===== src/rtl/cfuv_pkg.sv =====
// ----------------------------------------------------------------------------
// cfuv_pkg
// Shared constants, face encodings, the per-face mapping table and the
// control word that travels with each item through the divider pipeline.
// ----------------------------------------------------------------------------
package cfuv_pkg;

  localparam int CB_DEFAULT = 24;
  localparam int FB_DEFAULT = 15;

  // Face codes on face_select, dominant_face and used_face.
  localparam logic [2:0] FACE_PX  = 3'd0;
  localparam logic [2:0] FACE_NX  = 3'd1;
  localparam logic [2:0] FACE_PY  = 3'd2;
  localparam logic [2:0] FACE_NY  = 3'd3;
  localparam logic [2:0] FACE_PZ  = 3'd4;
  localparam logic [2:0] FACE_NZ  = 3'd5;
  localparam logic [2:0] FACE_DOM = 3'd6;

  localparam logic [1:0] AXIS_X = 2'd0;
  localparam logic [1:0] AXIS_Y = 2'd1;
  localparam logic [1:0] AXIS_Z = 2'd2;

  typedef struct packed {
    logic [1:0] axis;
    logic [1:0] u_comp;
    logic       u_neg;
    logic [1:0] v_comp;
    logic       v_neg;
  } face_map_t;

  typedef struct packed {
    logic [2:0] dominant_face;
    logic [2:0] used_face;
    logic       u_edge;
    logic       u_hi;
    logic       v_edge;
    logic       v_hi;
  } coord_ctl_t;

  // Face axis and the signed components that give u and v.
  function automatic face_map_t face_map(input logic [2:0] face);
    face_map_t fm;
    case (face)
      FACE_PX: fm = '{axis: AXIS_X, u_comp: AXIS_Z, u_neg: 1'b1, v_comp: AXIS_Y, v_neg: 1'b1};
      FACE_NX: fm = '{axis: AXIS_X, u_comp: AXIS_Z, u_neg: 1'b0, v_comp: AXIS_Y, v_neg: 1'b1};
      FACE_PY: fm = '{axis: AXIS_Y, u_comp: AXIS_X, u_neg: 1'b0, v_comp: AXIS_Z, v_neg: 1'b0};
      FACE_NY: fm = '{axis: AXIS_Y, u_comp: AXIS_X, u_neg: 1'b0, v_comp: AXIS_Z, v_neg: 1'b1};
      FACE_PZ: fm = '{axis: AXIS_Z, u_comp: AXIS_X, u_neg: 1'b0, v_comp: AXIS_Y, v_neg: 1'b1};
      default: fm = '{axis: AXIS_Z, u_comp: AXIS_X, u_neg: 1'b1, v_comp: AXIS_Y, v_neg: 1'b1};
    endcase
    return fm;
  endfunction

endpackage


===== src/rtl/cfuv_front.sv =====
// ----------------------------------------------------------------------------
// cfuv_front
// Three-stage front end: input register, magnitudes and pairwise compares,
// then face choice, edge decisions and the divider operands.
// ----------------------------------------------------------------------------
module cfuv_front
  import cfuv_pkg::*;
#(
  parameter int COMPONENT_BITS = CB_DEFAULT
) (
  input  logic                             clk,
  input  logic                             rst_n,
  input  logic                             in_valid,
  output logic                             in_ready,
  input  logic signed [COMPONENT_BITS-1:0] dir_x,
  input  logic signed [COMPONENT_BITS-1:0] dir_y,
  input  logic signed [COMPONENT_BITS-1:0] dir_z,
  input  logic [2:0]                       face_select,
  output logic                             out_valid,
  input  logic                             out_ready,
  output coord_ctl_t                       out_ctl,
  output logic [COMPONENT_BITS:0]          out_u_rem,
  output logic [COMPONENT_BITS:0]          out_v_rem,
  output logic [COMPONENT_BITS:0]          out_den
);

  localparam int CB = COMPONENT_BITS;

  localparam int GT_XY = 0;
  localparam int GT_YX = 1;
  localparam int GT_XZ = 2;
  localparam int GT_ZX = 3;
  localparam int GT_YZ = 4;
  localparam int GT_ZY = 5;

  function automatic logic pair_gt(input logic [1:0] a, input logic [1:0] b,
                                   input logic [5:0] gt);
    logic r;
    case ({a, b})
      {AXIS_X, AXIS_Y}: r = gt[GT_XY];
      {AXIS_Y, AXIS_X}: r = gt[GT_YX];
      {AXIS_X, AXIS_Z}: r = gt[GT_XZ];
      {AXIS_Z, AXIS_X}: r = gt[GT_ZX];
      {AXIS_Y, AXIS_Z}: r = gt[GT_YZ];
      {AXIS_Z, AXIS_Y}: r = gt[GT_ZY];
      default:          r = 1'b0;
    endcase
    return r;
  endfunction

  function automatic logic [CB-1:0] pick_mag(input logic [1:0] sel, input logic [CB-1:0] x,
                                             input logic [CB-1:0] y, input logic [CB-1:0] z);
    logic [CB-1:0] r;
    case (sel)
      AXIS_X:  r = x;
      AXIS_Y:  r = y;
      default: r = z;
    endcase
    return r;
  endfunction

  function automatic logic c_pos(input logic [CB-1:0] c);
    return !c[CB-1] && (c != '0);
  endfunction

  function automatic logic [CB-1:0] mag(input logic signed [CB-1:0] c);
    return c[CB-1] ? CB'(-c) : CB'(c);
  endfunction

  // Stage 1: input register.
  logic                 s1_valid_r;
  logic signed [CB-1:0] s1_x_r, s1_y_r, s1_z_r;
  logic [2:0]           s1_face_r;

  // Stage 2: magnitudes and strict pairwise compares.
  logic                 s2_valid_r;
  logic [CB-1:0]        s2_x_r, s2_y_r, s2_z_r;
  logic [CB-1:0]        s2_mx_r, s2_my_r, s2_mz_r;
  logic [5:0]           s2_gt_r;
  logic [2:0]           s2_face_r;

  // Stage 3: operands for the divider.
  logic                 s3_valid_r;
  coord_ctl_t           s3_ctl_r;
  logic [CB:0]          s3_u_rem_r, s3_v_rem_r, s3_den_r;

  logic rdy1, rdy2, rdy3;

  assign rdy3     = !s3_valid_r || out_ready;
  assign rdy2     = !s2_valid_r || rdy3;
  assign rdy1     = !s1_valid_r || rdy2;
  assign in_ready = rdy1;

  logic [CB-1:0] mx_nxt, my_nxt, mz_nxt;
  logic [5:0]    gt_nxt;

  always_comb begin
    mx_nxt = mag(s1_x_r);
    my_nxt = mag(s1_y_r);
    mz_nxt = mag(s1_z_r);
    gt_nxt[GT_XY] = mx_nxt > my_nxt;
    gt_nxt[GT_YX] = my_nxt > mx_nxt;
    gt_nxt[GT_XZ] = mx_nxt > mz_nxt;
    gt_nxt[GT_ZX] = mz_nxt > mx_nxt;
    gt_nxt[GT_YZ] = my_nxt > mz_nxt;
    gt_nxt[GT_ZY] = mz_nxt > my_nxt;
  end

  logic [2:0]           dom, face;
  face_map_t            fm;
  logic [CB-1:0]        d, cu, cv, ca;
  logic                 u_q, v_q, opp, u_bigger;
  logic                 u_npos, v_npos, eu_hi, ev_hi;
  logic signed [CB+1:0] cu_ext, cv_ext, nu_ext, nv_ext;
  logic [CB+1:0]        usum, vsum;
  coord_ctl_t           ctl_nxt;

  always_comb begin
    if (s2_gt_r[GT_XY] && s2_gt_r[GT_XZ]) begin
      dom = c_pos(s2_x_r) ? FACE_PX : FACE_NX;
    end else if (s2_gt_r[GT_YX] && s2_gt_r[GT_YZ]) begin
      dom = c_pos(s2_y_r) ? FACE_PY : FACE_NY;
    end else begin
      dom = c_pos(s2_z_r) ? FACE_PZ : FACE_NZ;
    end
    face = (s2_face_r >= FACE_DOM) ? dom : s2_face_r;
    fm   = face_map(face);

    d  = pick_mag(fm.axis,   s2_mx_r, s2_my_r, s2_mz_r);
    ca = pick_mag(fm.axis,   s2_x_r,  s2_y_r,  s2_z_r);
    cu = pick_mag(fm.u_comp, s2_x_r,  s2_y_r,  s2_z_r);
    cv = pick_mag(fm.v_comp, s2_x_r,  s2_y_r,  s2_z_r);

    u_q      = pair_gt(fm.axis, fm.u_comp, s2_gt_r);
    v_q      = pair_gt(fm.axis, fm.v_comp, s2_gt_r);
    u_bigger = pair_gt(fm.u_comp, fm.v_comp, s2_gt_r);

    // The face axis dominates but points away from the face.
    opp = u_q && v_q && (face[0] ? c_pos(ca) : ca[CB-1]);

    u_npos = fm.u_neg ? cu[CB-1] : c_pos(cu);
    v_npos = fm.v_neg ? cv[CB-1] : c_pos(cv);
    eu_hi  = c_pos(cu) ^ fm.u_neg;
    ev_hi  = c_pos(cv) ^ fm.v_neg;

    ctl_nxt.dominant_face = dom;
    ctl_nxt.used_face     = face;
    ctl_nxt.u_edge        = !u_q || (opp && u_bigger);
    ctl_nxt.u_hi          = u_q ? u_npos : eu_hi;
    ctl_nxt.v_edge        = !v_q || (opp && !u_bigger);
    ctl_nxt.v_hi          = v_q ? v_npos : ev_hi;

    // Dividend d + n stays in [1, 2d-1] whenever the coordinate is divided.
    cu_ext = {{2{cu[CB-1]}}, cu};
    cv_ext = {{2{cv[CB-1]}}, cv};
    nu_ext = fm.u_neg ? -cu_ext : cu_ext;
    nv_ext = fm.v_neg ? -cv_ext : cv_ext;
    usum   = {2'b00, d} + nu_ext;
    vsum   = {2'b00, d} + nv_ext;
  end

  always_ff @(posedge clk) begin
    if (!rst_n) begin
      s1_valid_r <= 1'b0;
      s2_valid_r <= 1'b0;
      s3_valid_r <= 1'b0;
    end else begin
      if (rdy1) s1_valid_r <= in_valid;
      if (rdy2) s2_valid_r <= s1_valid_r;
      if (rdy3) s3_valid_r <= s2_valid_r;
    end
  end

  always_ff @(posedge clk) begin
    if (rdy1 && in_valid) begin
      s1_x_r    <= dir_x;
      s1_y_r    <= dir_y;
      s1_z_r    <= dir_z;
      s1_face_r <= face_select;
    end
    if (rdy2 && s1_valid_r) begin
      s2_x_r    <= s1_x_r;
      s2_y_r    <= s1_y_r;
      s2_z_r    <= s1_z_r;
      s2_mx_r   <= mx_nxt;
      s2_my_r   <= my_nxt;
      s2_mz_r   <= mz_nxt;
      s2_gt_r   <= gt_nxt;
      s2_face_r <= s1_face_r;
    end
    if (rdy3 && s2_valid_r) begin
      s3_ctl_r   <= ctl_nxt;
      s3_u_rem_r <= usum[CB:0];
      s3_v_rem_r <= vsum[CB:0];
      s3_den_r   <= {d, 1'b0};
    end
  end

  assign out_valid = s3_valid_r;
  assign out_ctl   = s3_ctl_r;
  assign out_u_rem = s3_u_rem_r;
  assign out_v_rem = s3_v_rem_r;
  assign out_den   = s3_den_r;

endmodule


===== src/rtl/cfuv_divider.sv =====
// ----------------------------------------------------------------------------
// cfuv_divider
// Pipelined restoring divider for u and v over a shared divisor, one
// quotient bit per stage and FRACTION_BITS stages.
// ----------------------------------------------------------------------------
module cfuv_divider
  import cfuv_pkg::*;
#(
  parameter int COMPONENT_BITS = CB_DEFAULT,
  parameter int FRACTION_BITS  = FB_DEFAULT
) (
  input  logic                      clk,
  input  logic                      rst_n,
  input  logic                      in_valid,
  output logic                      in_ready,
  input  coord_ctl_t                in_ctl,
  input  logic [COMPONENT_BITS:0]   in_u_rem,
  input  logic [COMPONENT_BITS:0]   in_v_rem,
  input  logic [COMPONENT_BITS:0]   in_den,
  output logic                      out_valid,
  input  logic                      out_ready,
  output coord_ctl_t                out_ctl,
  output logic [FRACTION_BITS-1:0]  out_u_quo,
  output logic [FRACTION_BITS-1:0]  out_v_quo
);

  localparam int CB = COMPONENT_BITS;
  localparam int FB = FRACTION_BITS;

  // Returns the quotient bit above the new partial remainder.
  function automatic logic [CB+1:0] div_step(input logic [CB:0] rem, input logic [CB:0] den);
    logic [CB+1:0] shifted, den_ext, diff;
    logic [CB+1:0] r;
    shifted = {rem, 1'b0};
    den_ext = {1'b0, den};
    diff    = shifted - den_ext;
    if (shifted >= den_ext) begin
      r = {1'b1, diff[CB:0]};
    end else begin
      r = {1'b0, shifted[CB:0]};
    end
    return r;
  endfunction

  logic [FB-1:0] vld_r;
  logic [FB:0]   rdy;
  coord_ctl_t    ctl_r  [FB];
  logic [CB:0]   urem_r [FB];
  logic [CB:0]   vrem_r [FB];
  logic [CB:0]   den_r  [FB];
  logic [FB-1:0] uq_r   [FB];
  logic [FB-1:0] vq_r   [FB];

  logic [FB-1:0] src_vld;
  coord_ctl_t    src_ctl  [FB];
  logic [CB:0]   src_urem [FB];
  logic [CB:0]   src_vrem [FB];
  logic [CB:0]   src_den  [FB];
  logic [FB-1:0] src_uq   [FB];
  logic [FB-1:0] src_vq   [FB];
  logic [CB+1:0] ustep    [FB];
  logic [CB+1:0] vstep    [FB];
  logic [FB-1:0] uq_nxt   [FB];
  logic [FB-1:0] vq_nxt   [FB];

  always_comb begin
    rdy[FB] = out_ready;
    for (int k = FB - 1; k >= 0; k--) begin
      rdy[k] = !vld_r[k] || rdy[k+1];
    end
  end

  always_comb begin
    for (int k = 0; k < FB; k++) begin
      if (k == 0) begin
        src_vld[k]  = in_valid;
        src_ctl[k]  = in_ctl;
        src_urem[k] = in_u_rem;
        src_vrem[k] = in_v_rem;
        src_den[k]  = in_den;
        src_uq[k]   = '0;
        src_vq[k]   = '0;
      end else begin
        src_vld[k]  = vld_r[k-1];
        src_ctl[k]  = ctl_r[k-1];
        src_urem[k] = urem_r[k-1];
        src_vrem[k] = vrem_r[k-1];
        src_den[k]  = den_r[k-1];
        src_uq[k]   = uq_r[k-1];
        src_vq[k]   = vq_r[k-1];
      end
      ustep[k]  = div_step(src_urem[k], src_den[k]);
      vstep[k]  = div_step(src_vrem[k], src_den[k]);
      uq_nxt[k] = {src_uq[k][FB-2:0], ustep[k][CB+1]};
      vq_nxt[k] = {src_vq[k][FB-2:0], vstep[k][CB+1]};
    end
  end

  always_ff @(posedge clk) begin
    if (!rst_n) begin
      vld_r <= '0;
    end else begin
      for (int k = 0; k < FB; k++) begin
        if (rdy[k]) vld_r[k] <= src_vld[k];
      end
    end
  end

  always_ff @(posedge clk) begin
    for (int k = 0; k < FB; k++) begin
      if (rdy[k] && src_vld[k]) begin
        ctl_r[k]  <= src_ctl[k];
        urem_r[k] <= ustep[k][CB:0];
        vrem_r[k] <= vstep[k][CB:0];
        den_r[k]  <= src_den[k];
        uq_r[k]   <= uq_nxt[k];
        vq_r[k]   <= vq_nxt[k];
      end
    end
  end

  assign in_ready  = rdy[0];
  assign out_valid = vld_r[FB-1];
  assign out_ctl   = ctl_r[FB-1];
  assign out_u_quo = uq_r[FB-1];
  assign out_v_quo = vq_r[FB-1];

endmodule


===== src/rtl/cube_face_uv_mapper.sv =====
// ----------------------------------------------------------------------------
// cube_face_uv_mapper
// Picks the dominant cube face of a signed direction and maps the direction
// onto a requested or the dominant face, giving u and v in [0,1].
//
//   Channel   Direction  Ports
//   in_*      input      in_valid, in_stall, in_dir_x/y/z, in_face_select
//   out_*     output     out_valid, out_stall, out_dominant_face,
//                        out_used_face, out_u_coord, out_v_coord
//
// One transfer per cycle in and out at full rate while out_stall is low. The
// pipeline is three front stages, one divider stage per quotient bit and
// the output register.
// Every stage moves when it is empty or the stage after it moves, so a
// stall at the output fills bubbles before it reaches in_stall.
// Reset clears only the stage valid bits.
// ----------------------------------------------------------------------------
module cube_face_uv_mapper
  import cfuv_pkg::*;
#(
  parameter int COMPONENT_BITS = CB_DEFAULT,
  parameter int FRACTION_BITS  = FB_DEFAULT
) (
  input  logic                             clk,
  input  logic                             rst_n,
  input  logic                             in_valid,
  output logic                             in_stall,
  input  logic signed [COMPONENT_BITS-1:0] in_dir_x,
  input  logic signed [COMPONENT_BITS-1:0] in_dir_y,
  input  logic signed [COMPONENT_BITS-1:0] in_dir_z,
  input  logic [2:0]                       in_face_select,
  output logic                             out_valid,
  input  logic                             out_stall,
  output logic [2:0]                       out_dominant_face,
  output logic [2:0]                       out_used_face,
  output logic [FRACTION_BITS:0]           out_u_coord,
  output logic [FRACTION_BITS:0]           out_v_coord
);

  localparam logic [FRACTION_BITS:0] UNIT = {1'b1, {FRACTION_BITS{1'b0}}};

  logic                       front_ready, front_valid;
  coord_ctl_t                 front_ctl;
  logic [COMPONENT_BITS:0]    front_u_rem, front_v_rem, front_den;

  logic                       div_valid, div_ready;
  coord_ctl_t                 div_ctl;
  logic [FRACTION_BITS-1:0]   div_u_quo, div_v_quo;

  logic                       out_valid_r;
  logic [2:0]                 out_dom_r, out_used_r;
  logic [FRACTION_BITS:0]     out_u_r, out_v_r;
  logic [FRACTION_BITS:0]     u_nxt, v_nxt;

  cfuv_front #(
    .COMPONENT_BITS(COMPONENT_BITS)
  ) u_front (
    .clk        (clk),
    .rst_n      (rst_n),
    .in_valid   (in_valid),
    .in_ready   (front_ready),
    .dir_x      (in_dir_x),
    .dir_y      (in_dir_y),
    .dir_z      (in_dir_z),
    .face_select(in_face_select),
    .out_valid  (front_valid),
    .out_ready  (div_ready),
    .out_ctl    (front_ctl),
    .out_u_rem  (front_u_rem),
    .out_v_rem  (front_v_rem),
    .out_den    (front_den)
  );

  logic out_ready;

  cfuv_divider #(
    .COMPONENT_BITS(COMPONENT_BITS),
    .FRACTION_BITS (FRACTION_BITS)
  ) u_divider (
    .clk      (clk),
    .rst_n    (rst_n),
    .in_valid (front_valid),
    .in_ready (div_ready),
    .in_ctl   (front_ctl),
    .in_u_rem (front_u_rem),
    .in_v_rem (front_v_rem),
    .in_den   (front_den),
    .out_valid(div_valid),
    .out_ready(out_ready),
    .out_ctl  (div_ctl),
    .out_u_quo(div_u_quo),
    .out_v_quo(div_v_quo)
  );

  assign in_stall  = !front_ready;
  assign out_ready = !out_valid_r || !out_stall;

  // Edge coordinates are exactly 0.0 or 1.0; the rest come from the divider.
  always_comb begin
    if (div_ctl.u_edge) begin
      u_nxt = div_ctl.u_hi ? UNIT : '0;
    end else begin
      u_nxt = {1'b0, div_u_quo};
    end
    if (div_ctl.v_edge) begin
      v_nxt = div_ctl.v_hi ? UNIT : '0;
    end else begin
      v_nxt = {1'b0, div_v_quo};
    end
  end

  always_ff @(posedge clk) begin
    if (!rst_n) begin
      out_valid_r <= 1'b0;
    end else if (out_ready) begin
      out_valid_r <= div_valid;
    end
  end

  always_ff @(posedge clk) begin
    if (out_ready && div_valid) begin
      out_dom_r  <= div_ctl.dominant_face;
      out_used_r <= div_ctl.used_face;
      out_u_r    <= u_nxt;
      out_v_r    <= v_nxt;
    end
  end

  assign out_valid         = out_valid_r;
  assign out_dominant_face = out_dom_r;
  assign out_used_face     = out_used_r;
  assign out_u_coord       = out_u_r;
  assign out_v_coord       = out_v_r;

endmodule


===== config.mk =====
export PLATFORM = sky130hd
export DESIGN_NAME = cube_face_uv_mapper
export DESIGN_NICKNAME = d
export VERILOG_FILES = /design/src/rtl/cfuv_pkg.sv /design/src/rtl/cfuv_front.sv /design/src/rtl/cfuv_divider.sv /design/src/rtl/cube_face_uv_mapper.sv
export SDC_FILE = /design/constraint.sdc
export NUM_CORES = 2
export LEC_CHECK = 0
export BUFFER_PORTS_ARGS = -buffer_cell sky130_fd_sc_hd__clkbuf_2
export CORE_ASPECT_RATIO = 1.4
export CORE_MARGIN = 2
export CORE_UTILIZATION = 61
export CTS_CLUSTER_SIZE = 16
export DETAILED_ROUTE_END_ITERATION = 10
export PLACE_DENSITY = 0.77
export RECOVER_POWER = 50
export REMOVE_ABC_BUFFERS = 1
export SLEW_MARGIN = 20
export SYNTH_ARGS = -nofsm -noshare
export SYNTH_HDL_FRONTEND = slang
export SYNTH_SLANG_ARGS = --single-unit

===== constraint.sdc =====
create_clock -name clk -period 18 [get_ports clk]
set_clock_uncertainty 0.1 [all_clocks]
set_input_delay 0.9 -clock clk [delete_from_list [all_inputs] [get_ports clk]]
set_output_delay 0.9 -clock clk [all_outputs]
set_load 0.01 [all_outputs]

==> run summary <==
Die Span Y: 487 um
CTS tree: done
crit path capture type: register
vias in the first global route: 72448
Die ar.: 170000 um2
CP required: 18.47 ns
post-synthesis mux area share: 0.0331
Setup crit start kind: register
layout cells sized above 1: 0.0788
hold-fix buffers at CTS: 0
Post-CTS Setup Inserts: 0
first-pass GRT wire length: 441000 um
Post-Synth Adder-Cell Area: 0.110
final setup fails: 0
count of cell types in the netlist: 95
xor and xnor area share after synthesis: 0.0588
Area contributors post-synth: edfxtp_1 52%, ha_1 10%, xnor2_1 3.9%, a21oi_1 3.5%, o21ai_0 2.8%
top-area cell type share of the netlist area: 0.516
drt total wl: 300000 um
clk root buf: clkbuf_16
Yosys top cell by area: edfxtp_1
post-synthesis compound-gate area fraction: 0.142
Simple-Gate Fraction of Synth Area: 0.107
die width: 349 um
routed len/inst: 26.1 um
VDD IR-drop max: 96.8 uV
largest family of logic cells by synthesized area: compound AO/OA/AOI/OAI gates
CP Buf/Inv Count: 4
setup TNS after final layout: 0 ns
final hold vios: 0
CP top delay family: compound AO/OA/AOI/OAI gates
DR pass1 iterations: 6
via count: 71877
Max FO, Critical Path: 61
Crit path arrival time: 9.00 ns
# clock sinks: 1764
Leakage: 42.5 nW
DR iter-0 viols: 5267
Cells after Synth: 8931
crit-path max cell delay: 2.10 ns
largest net degree at the start of global routing: 76
H-Tree Depth: 4
initial core utilization: 0.612
Synth Cell Area: 102000 um2
total gr overflow: 0
Worst-path clk slew: 0.07 ns
total power: 8.90 mW
drt drc: 0
MaxCap Viol Count: 19
pwr/cell area: 80.3 nW/um2
Slowest-stage cell, CP: clkbuf_1
CP most frequent cell: nand2_1
syn avg cell area: 11.4 um2
DPL Wire Length: 236000 um
worst hold path class: in2reg
Num CTS Buffers: 171
RSZ-0062 raised after global routing: false
core box area: 166000 um2
FF+latch count, synth: 1764
Post-synth EDFFs: 1745
Overall Global Routing Usage: 0.351
ys flop type: edfxtp_1
initial antenna violation count: 20
synthesis-to-finish area growth: 9.11%
period utilisation layout: 0.474
Antenna Nets Post-Route: 0
Slew Limit Fails: 871
cell area after layout: 111000 um2
Seq/Total Area, Yosys: 0.520
Worst Tran Pin Value: 3.96 ns
fmax: 117 MHz
Cell Area, Placed: 105000 um2
asr flop ratio synth: 0
Nets: 10108
Placer Congestion: 0.997
headroom to the max-slew limit: -1.64
port buffer count: 118
row count: 177
cts repair resizes: 0
crit path time final: 8.53 ns
clk buf depth: 3
Crit Path Category: reg2reg
IO Pins: 119
vias per cell: 6.26
failing checks: capacitance limit, slew limit
status: finished with violations
Ys Warns: 0
Clock Latency Late Sink: 0.88 ns
[path summary, 6_finish.rpt]
check	slack [ns]	depth (start not counted)	startpoint	end
min	0.12	1	in_dir_y[23]	u_front.s1_y_r[23]
max reg2reg	9.47	25	u_front.s2_gt_r[2]	u_front.out_v_rem[23]
max	9.47	25	u_front.s2_gt_r[2]	u_front.out_v_rem[23]
min reg2reg	0.30	0	u_divider.uq_r[1][87]	u_divider.uq_r[1][103]
[placed cells by master (no fill, tap or decap), drive strengths merged, types with 147 or more instances in the layout]
master / n
nand2: 594
a21o: 257
nor2: 660
o21ai: 580
clkbuf: 341
ha: 843
xnor2: 450
nor3: 147
edfxtp: 1745
nor2b: 153
a21oi: 705
inv: 631
xor2: 232
mux2: 239
[power by group]
group,internal [mW],total (mW),switching [mW]
Clock,2.04,3.73,1.68
Sequential,4.54,4.60,0.0606
Combinational,0.214,0.569,0.356
Total,6.80,8.90,2.10
[final cells by class]
cell class	instances	area, um2
sequential	1764	52800
clock inverter	112	1420
timing repair buffer	195	1030
inverter	624	2340
clock buffer	203	4420
tap	2148	2690
multi-input combinational	6400	46000
fill	12370	55100
antenna	43	108
[routing by layer]
layer	wire (um)	share of wire	GRT usage
met4	27500	0.092	0.275
met1	101000	0.34	0.350
met5	48	0.00016	0
met3	13900	0.046	0.0472
met2	158000	0.53	0.651
[synth_stat cells, drive strengths merged, types with 108 or more instances]
master  instances
a21o          257
a21oi         705
clkbuf        108
edfxtp       1745
ha            843
inv           622
mux2          239
nand2         594
nand2b        143
nand3         123
nor2          660
nor2b         153
nor3          147
o21a          135
o21ai         580
xnor2         450
xor2          232
[state kept, by name, indices dropped and copies added, names as in the netlist, 6 cells and up]
name and flops:
u_divider.den_r 336, u_divider.urem_r 336, u_divider.vrem_r 336, u_divider.ctl_r 150, u_divider.uq_r 120, u_divider.vq_r 120
u_front.out_u_rem 25, u_front.out_v_rem 25, u_front.out_den 24, u_front.s1_x_r 24, u_front.s1_y_r 24, u_front.s1_z_r 24
u_front.s2_mx_r 24, u_front.s2_my_r 24, u_front.s2_mz_r 24, u_front.s2_x_r 23, u_front.s2_y_r 23, u_front.s2_z_r 23
out_u_coord 16, out_v_coord 16, u_divider.vld_r 15, u_front.out_ctl 10, u_front.s2_gt_r 6
[stage by stage]
step | hold slack [ns] | cells | worst slack, ns | util
2_1_floorplan | 0.300 | 8788 | 4.40 | -
4_1_cts | 0.0670 | 11445 | 11.15 | 0.669
6_report | 0.115 | 11489 | 9.47 | 0.668
5_1_grt | 0.0808 | 11488 | 8.91 | 0.668
3_5_place_dp | 0.305 | 11130 | 11.19 | 0.633
3_3_place_gp | 0.300 | 11130 | 11.15 | 0.633
[logic make-up (layout without fill, tap and decap cells)]
logic type	Yosys count	after routing
other cells	0	43
fa+ha+maj	873	873
xor+xnor	682	682
simple gates	2261	2261
mux	287	287
flops	1764	1764
compound gates	2297	2297
buf+inv	767	1134
Power figures use the tool's default switching activity.
